$ cat config.mk
export PLATFORM = sky130hd
export DESIGN_NAME = tpbs_fifo
export DESIGN_NICKNAME = d
export VERILOG_FILES = /design/src/rtl/tpbs_fifo.sv
export SDC_FILE = /design/constraint.sdc
export NUM_CORES = 1
export LEC_CHECK = 0
export BUFFER_PORTS_ARGS = -buffer_cell sky130_fd_sc_hd__buf_2
export CORE_MARGIN = 1
export CORE_UTILIZATION = 50
export CTS_CLUSTER_SIZE = 16
export DETAILED_ROUTE_END_ITERATION = 10
export PLACE_DENSITY = 0.68
export SYNTH_ARGS = -nofsm -noshare
export SYNTH_HDL_FRONTEND = slang
export SYNTH_SLANG_ARGS = --single-unit
$ cat constraint.sdc
create_clock -name i_clk -period 5.05 [get_ports i_clk]
set_clock_uncertainty 0.05 [all_clocks]
set_input_delay 0.2525 -clock i_clk [delete_from_list [all_inputs] [get_ports i_clk]]
set_output_delay 0.2525 -clock i_clk [all_outputs]
set_load 0.02 [all_outputs]
$ cat src/rtl/tpbs_fifo.sv
module tpbs_fifo #(
    parameter int WIDTH = 8,
    parameter int DEPTH = 4
) (
    input  logic                       i_clk,
    input  logic                       i_rst_n,
    input  logic                       i_push,
    input  logic [WIDTH-1:0]           i_data,
    input  logic                       i_pop,
    output logic [WIDTH-1:0]           o_data,
    output logic                       o_empty,
    output logic [$clog2(DEPTH+1)-1:0] o_count
);

    localparam int PW = (DEPTH > 1) ? $clog2(DEPTH) : 1;
    localparam int CW = $clog2(DEPTH+1);

    logic [WIDTH-1:0] r_mem [DEPTH];
    logic [PW-1:0]    r_wr_ptr, r_rd_ptr;
    logic [CW-1:0]    r_count;
    logic             do_push, do_pop;

    assign o_empty = (r_count == '0);
    assign do_pop  = i_pop && !o_empty;
    assign do_push = i_push;
    assign o_data  = r_mem[r_rd_ptr];
    assign o_count = r_count;

    always_ff @(posedge i_clk) begin
        if (!i_rst_n) begin
            r_wr_ptr <= '0;
            r_rd_ptr <= '0;
            r_count  <= '0;
        end else begin
            if (do_push) r_wr_ptr <= r_wr_ptr + PW'(1);
            if (do_pop)  r_rd_ptr <= r_rd_ptr + PW'(1);
            case ({do_push, do_pop})
                2'b10:   r_count <= r_count + CW'(1);
                2'b01:   r_count <= r_count - CW'(1);
                default: r_count <= r_count;
            endcase
        end
    end

    always_ff @(posedge i_clk) begin
        if (do_push) r_mem[r_wr_ptr] <= i_data;
    end

endmodule

-- Word-level counts from Yosys, hierarchy flattened
Memories as Yosys holds them, arrays and structs flattened. A register that Yosys moved wholly into a read port is not among the register bits.
Index checks and enable logic that the tools add are counted.
- register bits: 7
- bits in writable memories: 32
- input port bits: 12
- output and inout bits: 12
- logic and storage cells: 19
- memories: 1
- add/subtract/negate cells: 4
- equal/unequal tests: 2
- multiplexer cells: 5
- reductions and logical operators: 4
- memory list (name ; words ; width ; rd ports ; clocked after memory_dff ; write ports ; RTL line ; text):
    r_mem ; 4 ; 8 ; 1 ; 1 ; 1 ; 18 ; logic [WIDTH-1:0] r_mem [DEPTH];
- operator list (kind ; number):
    case mux 3 bit (2 select lines) ; 1
    adder 2 x 1 -> 2 bit, second input constant ; 2
    two-way mux 2 bit ; 2
    adder 3 x 1 -> 3 bit, second input constant ; 1
    logical NOT 3 bit ; 1
    subtractor 3 x 1 -> 3 bit, second input constant ; 1
    equality test 2 x 1 -> 1 bit, second input constant ; 1
    equality test 2 bit, second input constant ; 1
    two-way mux 1 bit ; 2
    nonzero test 2 bit ; 1
    logical AND 1 bit ; 1
    logical NOT 1 bit ; 1

-- Logic depth before layout (Yosys ltp)
- word-level depth: 5
- depth in mapped cells: 8
- depth with buffers taken out: 8

-- Worst setup path after synthesis
OpenSTA, ideal clock, no wires.
- path type: register to register
- start: register r_count[0], in the netlist o_count[0]
- end: register r_count[2], in the netlist o_count[2]
- arrival: 2.006 ns
- slack: 2.924 ns
- stages on the path, launching flop included: 9
- buffers on the path: 0
- cells stage by stage: dfxtp_1 nor3_2 nor2b_1 ha_1 inv_1 fa_1 xor2_1 or3_1 a21boi_1
- word-level cells in the longest chain between the ends: 5
- RTL lines (what ; RTL line ; text):
    start, declared ; 20 ; logic [CW-1:0] r_count;
    start signal, assigned ; 38 ; 2'b10: r_count <= r_count + CW'(1);
    start signal, assigned ; 39 ; 2'b01: r_count <= r_count - CW'(1);
    start signal, assigned ; 40 ; default: r_count <= r_count;
    logical NOT 3 bit (*) ; 23 ; assign o_empty = (r_count == '0);
    via o_empty ; 11 ; output logic o_empty,
    logical NOT 1 bit (*) ; 24 ; assign do_pop = i_pop && !o_empty;
    logical AND 1 bit (*) ; 24 ;
    via do_pop ; 21 ; logic do_push, do_pop;
    equality test 2 x 1 -> 1 bit / equality test 2 bit (equally long branches) ; 37 ; case ({do_push, do_pop})
    case mux 3 bit (2 select lines) / nonzero test 2 bit (equally long branches) ; - ;
Mark *: on every way through the listed nets, which the timed path passes. The rest lies on a longest branch.
A chain may end at the register's enable or synchronous reset.

-- Worst setup path after layout
- start: register r_count[0], in the netlist o_count[0]
- end: register r_count[2], in the netlist o_count[2]
- word-level cells in the longest chain between the ends: 5
- RTL lines (what ; RTL line):
    logical NOT 3 bit (*) ; 23
    logical NOT 1 bit (*) ; 24
    logical AND 1 bit (*) ; 24
    via do_pop ; 21
    equality test 2 x 1 -> 1 bit / equality test 2 bit (equally long branches) ; 37
    case mux 3 bit (2 select lines) / nonzero test 2 bit (equally long branches) ; -
Marks and branches as above.

==> out/metrics.yaml <==
status:
  outcome: "complete, no violations"
layout:
  nets: 136
  syn2layout_area_growth_pct: 16.2
  multi_input_area_um2: 440
  regArea_um2: 1140
  drive_gt1_share_pct: 33.6
  layout.cells.non_filler: 163
  fill_cells: 245
  antenna_cells: 0
detailed_routing:
  drt_iter0_drc: 28
  routedWlPerCell_um: 14.2
  vias_per_cell: 5.08
  wl_um: 2320
  dr.pass1.iters: 4
  vias: 828
  remaining_drc_errors: 0
  ant_nets: 0
global_routing:
  antenna_found_initial: 0
  grt_pass1_vias: 800
  overflow: 0
  grt_usage_pct: 16.0
  grt_pass1_wl_um: 3710
  grt_max_degree: 15
pwr:
  p_leak_nw: 0.676
  ir_worst_vdd_mv: 0.344
  p_per_area_nw_per_um2: 494
  power_uw: 928
sta:
  relSlewSlack_pct: 63.6
  setup_tns_ps: 0
  rsz0062_at_grt: "no"
  min_period_ps: 2130
  setup_viol: 0
  holdWs_ps: 64.3
  tightestPinTransition_ps: 546
  finalCritPeriodShare_pct: 42.2
  fmax_ghz: 0.469
  hold_violations: 0
  slew_viol_final: 0
  setup_ws_ps: 2920
cts:
  cts_root_buffer: "clkbuf_4"
  cts_hold_buffers: 0
  cts_resized: 0
  cts-buffers-inserted: 5
  path_clk_slew_ps: 130
  clk_latency_ps: 350
  cts.sinks: 41
  cts_buffer_depth: 2
  cts_tree: "yes"
  cts_setup_buffers: 0
  htree_levels: 2
place:
  portBuffers: 23
  pre_cts_ws_ps: 2960
  place_hpwl_um: 1640
  gp_congestion: 0.654
  place_inst: 155
logic_synthesis:
  synth_ff_type: "edfxtp_1"
  ys_top_cells_by_area: "edfxtp_1 59%, dfxtp_1 11%, mux4_2 11%, ha_1 3.9%, and2_1 2.7%"
  yosys.area.top_type: "edfxtp_1"
  synth_most_common_cell: "edfxtp_1"
  synthArstFlopShare_pct: 0
  synth_top_area_share_pct: 59.4
  ys_ff_latch: 41
  synth_common_cells: "32 x edfxtp_1, 9 x dfxtp_1, 8 x mux4_2, 7 x and2_1, 6 x inv_1"
  syn_inst: 90
  avgSynthCellArea_um2: 18.0
  synth_edf_count: 32
  syn_area_um2: 1620
  ys_seq_area_share_pct: 70.5
  yosysWarnings: 0
  synth_fp_nets: 108
  yosysUniqueCellTypes: 20
floorplanning:
  start_util_pct: 53.0
  fp-row-count: 20
  chipWidth_um: 58.9
  ios: 24
  dieArea_um2: 3470
  die-height_um: 58.9
  core_area_um2: 3050
min_path:
  min_path_type: "primary input to flip-flop"
  min_to: "r_mem[1][5]"
  min_from: "i_data[5]"
  worstHoldPathCells: 1
setup_path:
  setup.worst_path.start_class: "flip-flop"
  crit_fanout: 5
  cp.arrival_ps: 2380
  r2r_start: "o_count[0]"
  reg2reg_depth: 8
  regToRegSetupSlack_ps: 2920
  end_kind: "flip-flop"
  worstReg2RegEnd: "o_count[2]"
  path_class: "flip-flop to flip-flop"
  worstPathRequired_ps: 5290
flow_run:
  maxCapViolCount: 0
==> worst max path at each step <==
stage	from	endpoint	cells after the start
after floorplan	o_count[0]	o_count[2]	8
after global placement	o_count[0]	o_count[2]	8
after detailed placement	o_count[0]	o_count[2]	8
after CTS	flip-flop	o_data[1]	2
after global routing	flip-flop	o_data[1]	2
final	o_count[0]	o_count[2]	8
==> critical path: stages (launching register included) <==
cell and delay (ps):
dfxtp_1 420, nor3_2 90, nor2b_1 220, ha_1 240, inv_1 60, fa_1 390
xor2_1 160, or3_1 310, a21boi_1 140
==> stage by stage <==
stage | util [%] | area [um2]
after floorplan | - | 1620
after global placement | 58.1 | 1770
after detailed placement | 58.1 | 1770
after CTS | 61.6 | 1880
after global routing | 61.6 | 1880
final | 61.6 | 1880
==> state kept, by name, summed over array words and instances (netlist names), named ones only <==
register and count:
o_count 3, r_mem 32, r_rd_ptr 2, r_wr_ptr 2
==> area by class of cell <==
| class | count | area share, % |
|---|---|---|
| Timing Repair Buffer | 23 | 6.12 |
| Tap cell | 44 | 2.93 |
| Inverter | 6 | 1.20 |
| Multi-Input combinational cell | 41 | 23.4 |
| Sequential cell | 41 | 60.7 |
| Clock inverter | 3 | 3.66 |
| Clock buffer | 5 | 2.00 |
==> per-layer routing <==
metal / up-vias / global-route usage, % / part of all wire (%)
li1: 397 / - / -
met2: 21 / 26.5 / 52
met1: 406 / 18.2 / 43
met5: - / 0 / 0
met3: 4 / 6.59 / 3.8
met4: 0 / 7.14 / 1.1
==> report_power, final <==
group	total (mW)	internal, mW	switching [mW]	leakage (nW)
Clock	0.265	0.156	0.109	0.0558
Sequential	0.433	0.397	0.0362	0.368
Combinational	0.230	0.107	0.124	0.253
==> cells by family (layout without fill, tap and decap cells) <==
logic type | after synthesis | after routing | synth area share (%)
compound gates | 7 | 7 | 2.47
xor+xnor | 3 | 3 | 1.62
fa+ha+maj | 6 | 6 | 5.10
buf+inv | 8 | 37 | 2.32
flops | 41 | 41 | 70.5
mux | 9 | 9 | 11.7
simple gates | 16 | 16 | 6.26
==> placed cells by master (no fill, tap or decap), drive strengths merged <==
master / n
mux2i: 1
buf: 23
and2: 7
ha: 5
fa: 1
xor2: 2
a21boi: 2
inv: 7
nand2: 3
xnor2: 1
bufinv: 2
dfxtp: 9
or3: 2
nand4bb: 1
mux4: 8
nor2b: 2
edfxtp: 32
clkbuf: 5
nor3: 1
o21ai: 5
(Power assumes the default switching activity.)
