### src/rtl/tpbs_pkg.sv
package tpbs_pkg;

    localparam int DEF_MAX_WIDTH       = 256;
    localparam int DEF_MAX_HEIGHT      = 256;
    localparam int DEF_COORD_FRAC_BITS = 16;

    // queue depths, powers of two
    localparam int MID_DEPTH = 4;
    localparam int OUT_DEPTH = 8;

    localparam int          CFG_DATA_W     = 9;
    localparam logic [8:0]  TEX_SIZE_RESET = 9'd256;

    typedef enum logic [1:0] {
        REQ_WRITE  = 2'd0,
        REQ_POINT  = 2'd1,
        REQ_BILIN  = 2'd2,
        REQ_UNUSED = 2'd3
    } t_req;

    typedef enum logic [0:0] {
        REG_TEX_WIDTH  = 1'b0,
        REG_TEX_HEIGHT = 1'b1
    } t_reg_idx;

    typedef struct packed {
        logic                  we;
        t_reg_idx              index;
        logic [CFG_DATA_W-1:0] data;
    } t_cfg_wr;

endpackage

### src/rtl/tpbs_front.sv
module tpbs_front #(
    parameter int MAX_WIDTH       = tpbs_pkg::DEF_MAX_WIDTH,
    parameter int MAX_HEIGHT      = tpbs_pkg::DEF_MAX_HEIGHT,
    parameter int COORD_FRAC_BITS = tpbs_pkg::DEF_COORD_FRAC_BITS
) (
    input  logic                                       i_clk,
    input  logic                                       i_rst_n,
    input  tpbs_pkg::t_cfg_wr                          i_cfg,
    input  logic                                       i_push,
    output logic                                       o_full,
    input  logic [1:0]                                 i_req_type,
    input  logic [7:0]                                 i_texel_x,
    input  logic [7:0]                                 i_texel_y,
    input  logic [23:0]                                i_rgb,
    input  logic [COORD_FRAC_BITS:0]                   i_coord_u,
    input  logic [COORD_FRAC_BITS:0]                   i_coord_v,
    input  logic [$clog2(tpbs_pkg::MID_DEPTH+1)-1:0]   i_mid_count,
    output logic                                       o_valid,
    output logic                                       o_is_write,
    output logic [$clog2(MAX_WIDTH)-1:0]               o_x,
    output logic [$clog2(MAX_HEIGHT)-1:0]              o_y,
    output logic [COORD_FRAC_BITS-1:0]                 o_fu,
    output logic [COORD_FRAC_BITS-1:0]                 o_fv,
    output logic [23:0]                                o_rgb,
    output logic                                       o_flag
);

    localparam int F   = COORD_FRAC_BITS;
    localparam int XB  = $clog2(MAX_WIDTH);
    localparam int YB  = $clog2(MAX_HEIGHT);
    localparam int SWB = $clog2(MAX_WIDTH+1);
    localparam int SHB = $clog2(MAX_HEIGHT+1);
    localparam int PUW = F + 1 + SWB;
    localparam int PVW = F + 1 + SHB;
    localparam int MCW = $clog2(tpbs_pkg::MID_DEPTH+1);
    localparam logic [F:0] ONE = {1'b1, {F{1'b0}}};

    logic [tpbs_pkg::CFG_DATA_W-1:0] r_tex_width, r_tex_height;
    logic [SWB-1:0] w_use, scale_u;
    logic [SHB-1:0] h_use, scale_v;
    logic [F:0]     u_c, v_c;
    logic           accept, keep, is_point, x_ok, y_ok, clamp_hit;

    logic           r_valid, r_is_write, r_is_point, r_flag;
    logic [PUW-1:0] r_prod_u;
    logic [PVW-1:0] r_prod_v;
    logic [7:0]     r_wx, r_wy;
    logic [23:0]    r_rgb;
    logic [PUW:0]   s_u;
    logic [PVW:0]   s_v;

    always_ff @(posedge i_clk) begin
        if (!i_rst_n) begin
            r_tex_width  <= tpbs_pkg::TEX_SIZE_RESET;
            r_tex_height <= tpbs_pkg::TEX_SIZE_RESET;
        end else if (i_cfg.we) begin
            unique case (i_cfg.index)
                tpbs_pkg::REG_TEX_WIDTH:  r_tex_width  <= i_cfg.data;
                tpbs_pkg::REG_TEX_HEIGHT: r_tex_height <= i_cfg.data;
                default: ;
            endcase
        end
    end

    always_comb begin
        if (r_tex_width < 9'd2)                       w_use = SWB'(2);
        else if (32'(r_tex_width) > MAX_WIDTH)        w_use = SWB'(MAX_WIDTH);
        else                                          w_use = SWB'(r_tex_width);
        if (r_tex_height < 9'd2)                      h_use = SHB'(2);
        else if (32'(r_tex_height) > MAX_HEIGHT)      h_use = SHB'(MAX_HEIGHT);
        else                                          h_use = SHB'(r_tex_height);
    end

    always_comb begin
        keep     = 1'b0;
        is_point = 1'b0;
        unique case (tpbs_pkg::t_req'(i_req_type))
            tpbs_pkg::REQ_WRITE: keep = x_ok && y_ok;
            tpbs_pkg::REQ_POINT: begin
                keep     = 1'b1;
                is_point = 1'b1;
            end
            tpbs_pkg::REQ_BILIN: keep = 1'b1;
            default:             keep = 1'b0;
        endcase
    end

    assign x_ok      = 32'(i_texel_x) < MAX_WIDTH;
    assign y_ok      = 32'(i_texel_y) < MAX_HEIGHT;
    assign u_c       = (i_coord_u > ONE) ? ONE : i_coord_u;
    assign v_c       = (i_coord_v > ONE) ? ONE : i_coord_v;
    assign clamp_hit = (i_coord_u > ONE) || (i_coord_v > ONE);
    assign scale_u   = is_point ? w_use - SWB'(1) : w_use - SWB'(2);
    assign scale_v   = is_point ? h_use - SHB'(1) : h_use - SHB'(2);

    // reserve a slot in the queue for the word held here
    assign o_full = ((MCW+1)'(i_mid_count) + (MCW+1)'(r_valid)) >=
                    (MCW+1)'(tpbs_pkg::MID_DEPTH);
    assign accept = i_push && !o_full;

    always_ff @(posedge i_clk) begin
        if (!i_rst_n) r_valid <= 1'b0;
        else          r_valid <= accept && keep;
    end

    always_ff @(posedge i_clk) begin
        if (accept) begin
            r_is_write <= (tpbs_pkg::t_req'(i_req_type) == tpbs_pkg::REQ_WRITE);
            r_is_point <= is_point;
            r_flag     <= clamp_hit;
            r_prod_u   <= PUW'(u_c) * PUW'(scale_u);
            r_prod_v   <= PVW'(v_c) * PVW'(scale_v);
            r_wx       <= i_texel_x;
            r_wy       <= i_texel_y;
            r_rgb      <= i_rgb;
        end
    end

    // round by half a texel, then split integer and fraction
    assign s_u = (PUW+1)'(r_prod_u) + (PUW+1)'(ONE >> 1);
    assign s_v = (PVW+1)'(r_prod_v) + (PVW+1)'(ONE >> 1);

    assign o_valid    = r_valid;
    assign o_is_write = r_is_write;
    assign o_x        = r_is_write ? XB'(r_wx) : s_u[F +: XB];
    assign o_y        = r_is_write ? YB'(r_wy) : s_v[F +: YB];
    assign o_fu       = r_is_point ? '0 : s_u[F-1:0];
    assign o_fv       = r_is_point ? '0 : s_v[F-1:0];
    assign o_rgb      = r_rgb;
    assign o_flag     = r_flag;

endmodule

### config.mk
export PLATFORM = sky130hd
export DESIGN_NAME = tpbs_front
export DESIGN_NICKNAME = d
export VERILOG_FILES = /design/src/rtl/tpbs_pkg.sv /design/src/rtl/tpbs_front.sv
export SDC_FILE = /design/constraint.sdc
export NUM_CORES = 1
export LEC_CHECK = 0
export ABC_AREA = 1
export BUFFER_PORTS_ARGS = -buffer_cell sky130_fd_sc_hd__buf_4
export CORE_MARGIN = 2
export CORE_UTILIZATION = 27
export DETAILED_ROUTE_END_ITERATION = 16
export PLACE_DENSITY_LB_ADDON = 0.12
export SLEW_MARGIN = 30
export SYNTH_ARGS = -nofsm -noshare
export SYNTH_HDL_FRONTEND = slang
export SYNTH_SLANG_ARGS = --single-unit
### constraint.sdc
create_clock -name i_clk -period 8.5 [get_ports i_clk]
set_clock_uncertainty 0.2 [all_clocks]
set_input_delay 1.7 -clock i_clk [delete_from_list [all_inputs] [get_ports i_clk]]
set_output_delay 1.7 -clock i_clk [all_outputs]
set_load 0.01 [all_outputs]
# ---- Yosys cells after proc, flatten, opt, wreduce, memory -nomap -nowiden
# Cells that the tools add are included.
dict set report word_totals {
  latchBits 0
  output_inout_bits 76
  n_memories 0
  ram_bits 0
  mem_bits_ro 0
  inputBits 93
  regBits 110
  wordCells 52
}
dict set report op_classes {
  muxes 14
  bitwise_logic 1
  n_addsub 7
  reduce_logical 8
  mul 2
  n_lt_le_gt_ge 7
  eq_ne 2
  shifts 0
  div_mod_pow 0
}
# cell n
set ops {}
lappend ops {{$mux W9} 6}
lappend ops {{$add A24 B16 Y24 const B} 2}
lappend ops {{$mul A17 B9 Y24} 2}
lappend ops {{$gt A17 B17 Y1 const B} 2}
lappend ops {{$mux W17} 2}
lappend ops {{$mux W16} 2}
lappend ops {{$gt A9 B9 Y1 const B} 2}
lappend ops {{$lt A9 B2 Y1 const B} 2}
lappend ops {{$sub A9 B1 Y9 const B} 2}
lappend ops {{$sub A9 B2 Y9 const B} 2}
lappend ops {{$mux W8} 2}
lappend ops {{$add A3 B1 Y4} 1}
lappend ops {{$ge A4 B3 Y1 const B} 1}
lappend ops {{$reduce_and A2 Y1} 2}
lappend ops {{$reduce_or A3 Y1} 1}
lappend ops {{$eq A2 B1 Y1 const B} 1}
lappend ops {{$eq A2 B2 Y1 const B} 1}
lappend ops {{$logic_and A1 B1 Y1} 2}
lappend ops {{$logic_not A2 Y1} 1}
lappend ops {{$mux W1} 2}
lappend ops {{$logic_not A1 Y1} 1}
lappend ops {{$logic_or A1 B1 Y1} 1}
lappend ops {{$not A1 Y1} 1}

# ---- Logic depth before layout (Yosys ltp)
dict set report depth {
  ltp_word 6
  mapped_depth 41
  mapped_depth_nobuf 40
}

# ---- Worst setup path before layout
# OpenSTA, ideal clock, no wires.
dict set report synth_timing {
  path_kind {input to register}
  from {input i_req_type[0]}
  to {register r_prod_v[16] (data pin)}
  arrival_ps 6720
  setup_slack_ps 1324
  path_stages 31
  required_ps 8044
  n_path_buf 1
  setup_ps 256
  path_cell_list {inv_2 > nor2_1 > inv_2 > or2_1 > nand2_2 > nor2_4 > nand2_1 > or2_1 > or3_1 > nand2_2 > inv_2 > buf_12 > nor2_4 > fa_1 > fa_1 > fa_1 > inv_1 > fa_1 > inv_1 > ha_1 > nand2_1 > nand2_1 > o21bai_1 > nor2_1 > o21bai_1 > a21oi_1 > o21ai_0 > a21oi_1 > nor2_1 > o21bai_1 > nand2_1}
}
dict set report synth_between {
  elab_chain_len 4
}
# item line_no
set synth_rtl {}
lappend synth_rtl {{start, declared} tpbs_front.sv:11} ;# input logic [1:0] i_req_type,
lappend synth_rtl {{$eq A2 B1 Y1} tpbs_front.sv:77} ;# unique case (tpbs_pkg::t_req'(i_req_type))
lappend synth_rtl {{$mux W1} tpbs_front.sv:77}
lappend synth_rtl {{$mux W9} tpbs_front.sv:94} ;# assign scale_v = is_point ? h_use - SHB'(1) : h_use - SHB'(2);
lappend synth_rtl {{$mul A17 B9 Y24} tpbs_front.sv:112} ;# r_prod_v <= PVW'(v_c) * PVW'(scale_v);
lappend synth_rtl {{end signal, assigned} tpbs_front.sv:112}
lappend synth_rtl {{end, declared} tpbs_front.sv:46} ;# logic [PVW-1:0] r_prod_v;
# No other way between the ends.
# A chain may end at the register's enable or synchronous reset.

# ---- Worst setup path after layout
dict set report layout_timing {
  from {input i_req_type[1]}
  to {register r_prod_v[21] (data pin)}
}
# The elaborated chain is that of the path after synthesis.

==> reports/qor.yml <==
status: "finished, final reports clean"
yosysTopAreaCellShare: 0.299
via_count: 11200
ctsRootBufferMaster: "clkbuf_16"
syn_to_final_growth_pct: 16.8
net-switching-power_mw: 2.31
synth_xor_area_frac: 0.0261
finalCriticalPeriod_ps: 7500
port_buffers: 168
core_um2: 51400
irDropWorstVdd_mv: 0.186
clk_pin_slew_ps: 80
seqPwrFrac: 0.195
max_stage_delay_ps: 530
multiInputGateArea_um2: 9140
place_congestion: 0.825
clockBufferDepth: 2
yosysWarnings: 0
overflow: 0
synth-adder-area-share: 0.375
most-common-layout-cells: "inv_1 (439), nand2_1 (286), nor2_1 (267)"
layout_commonest_cell: "inv_1"
vias_per_cell: 4.36
cp_slowest_cell: "fa_1"
yosys-top-cells-area: "fa_1 (30%), edfxtp_1 (19%), inv_1 (12%)"
antenna_cells: 0
crit_family: "adder cells"
timing.fmax_ghz: 0.133
hp-start: "r_tex_width[3]"
initial_core_util: 0.274
tns_ps: 0
p_leak_nw: 8.42
cts_htree_levels: 3
ys_seq_area_frac: 0.221
seqCellArea_um2: 3110
rsz0062_at_grt: "false"
final_layout_size_suffix_gt1_frac: 0.121
regToRegStartpoint: "r_tex_width[4]"
setup-violations-final: 0
switching_share: 0.495
cpMostUsedCell: "inv_1"
synth_fp_nets: 2110
pin_count: 169
synthSimpleGateAreaFrac: 0.188
finalPower_mw: 4.66
cp.required_ps: 8440
drt_iter0_drc: 561
cap_violations: 0
hold_violations: 0
avgSynthCellArea_um2: 8.18
synth_edf_count: 91
crit_arrival_ps: 7440
rrSetupSlack_ps: 1200
async_flop_share: 0
synth_top_family_by_area: "adder cells"
nFillCells: 5544
hp-class: "flop to flop"
synth-seq-cells: 110
critPathBufInv: 8
critPathCaptureType: "flop"
die_height_um: 232
numCtsBuffers: 9
synth_cell_type_count: 41
postCtsSetupBuffers: 0
yosys.area.top_type: "fa_1"
grt_max_degree: 54
combPwrFrac: 0.708
fin_ws_ps: 996
synth.area.mux_share: 0
grt_pass1_wl_um: 62700
antenna_found_initial: 0
min_path_cells: 2
rr_worst_depth: 36
grt_use_total: 0.148
final_util: 0.320
pre_cts_slack_ps: 635
die_area_um2: 54000
netlist_instances: 1721
numClockSinks: 110
min_to: "r_tex_width[3]"
dp_hpwl_um: 33000
grt_pass1_vias: 11800
cp_max_fo: 13
synth_compound_area_frac: 0.0598
worst_pin_slew_ps: 741
hold_buffers: 0
wl_um: 38500
wire_per_inst_um: 15.0
start_kind: "input pin"
fin_crit_sh: 0.883
synth.cell_area_um2: 14100
cts_resized: 0
synth_ff_type: "edfxtp_1"
clkLatencyLatePin_ps: 390
finalNetCount: 2270
critical_path_class: "input pin to flop"
drc: 0
slew_violations: 0
first_pass_iters: 5
die_w_um: 232
power_frac_clock: 0.096
slew_headroom: 0.504
ant_nets: 0
p_int_mw: 2.35
cts_tree: "built"
timing.rr.end: "r_prod_u[17]"
num_rows: 83
power.density_nw_per_um2: 284
[cell type report]
type	count	area share
Multi-Input combinational cell	1133	0.556
Sequential cell	110	0.189
Inverter	446	0.102
Timing Repair Buffer	181	0.0825
Tap cell	680	0.0517
Clock buffer	9	0.0137
Clock inverter	7	0.00464
[synthesized netlist by cell type (all sizes together) (20+ instances only)]
library cell  instances
ha                   86
xor2                 32
inv                 446
o21ai                55
edfxtp               91
nor2                278
nand3                31
clkbuf               23
nand4                20
a21oi                70
nand2               294
fa                  210
[sequential cells by signal (all words and copies together) (netlist names), 8 cells and up]
register,flops
r_wy,8
r_wx,8
r_tex_height,9
r_prod_v,24
o_rgb,24
r_tex_width,9
r_prod_u,24
[through the flow]
step	hold slack [ps]	cells	instance area (um^2)
after floorplan	245	1721	14100
after detailed placement	283	2550	16100
after CTS	295	2566	16400
final	288	2566	16400
after global routing	330	2566	16400
after global placement	282	2549	16100
[layer usage]
layer	routed length [um]	track usage	up-vias
met2	19900	0.264	154
met4	483	0.0329	0
met1	17000	0.188	5537
li1	-	-	5473
met5	0	0	-
met3	1100	0.0204	22
[power groups by stage]
stage	registers, mW	logic [mW]	clock network, mW
after detailed placement	0.923	3.37	0
final	0.911	3.30	0.448
after global routing	0.922	3.85	0.485
after global placement	0.923	3.37	0
after CTS	0.911	3.40	0.471
after floorplan	0.909	2.46	0
[worst reg2reg max path, delay by kind of cell, from the launching register on]
kind | cells | cell delay [ps]
fa+ha+maj | 6 | 2490
compound gates | 8 | 1520
buf+inv | 11 | 1190
simple gates | 10 | 1140
flops | 1 | 360
xor+xnor | 1 | 160
[logic make-up (layout without fill, tap and decap cells)]
| logic type | after synthesis | after routing |
|---|---|---|
| DFF | 110 | 110 |
| AOI/OAI and AO/OA | 152 | 152 |
| xor gates and xnor gates | 42 | 42 |
| and+or+nand+nor | 643 | 643 |
| adders and majority gates | 296 | 296 |
| buffers and inverters | 478 | 643 |
[worst max-delay path by stage]
stage,start,to,slack [ps],cells after the start
after detailed placement,i_req_type[1],r_prod_v[21],640,29
after CTS,i_req_type[0],r_prod_u[17],1050,30
final,i_req_type[1],r_prod_v[21],1000,29
after global placement,i_req_type[1],r_prod_u[17],610,26
after floorplan,i_req_type[0],r_prod_v[16],1320,31
after global routing,r_tex_width[4],r_prod_u[17],450,36
Note: power is estimated with default switching activity, not from simulation.
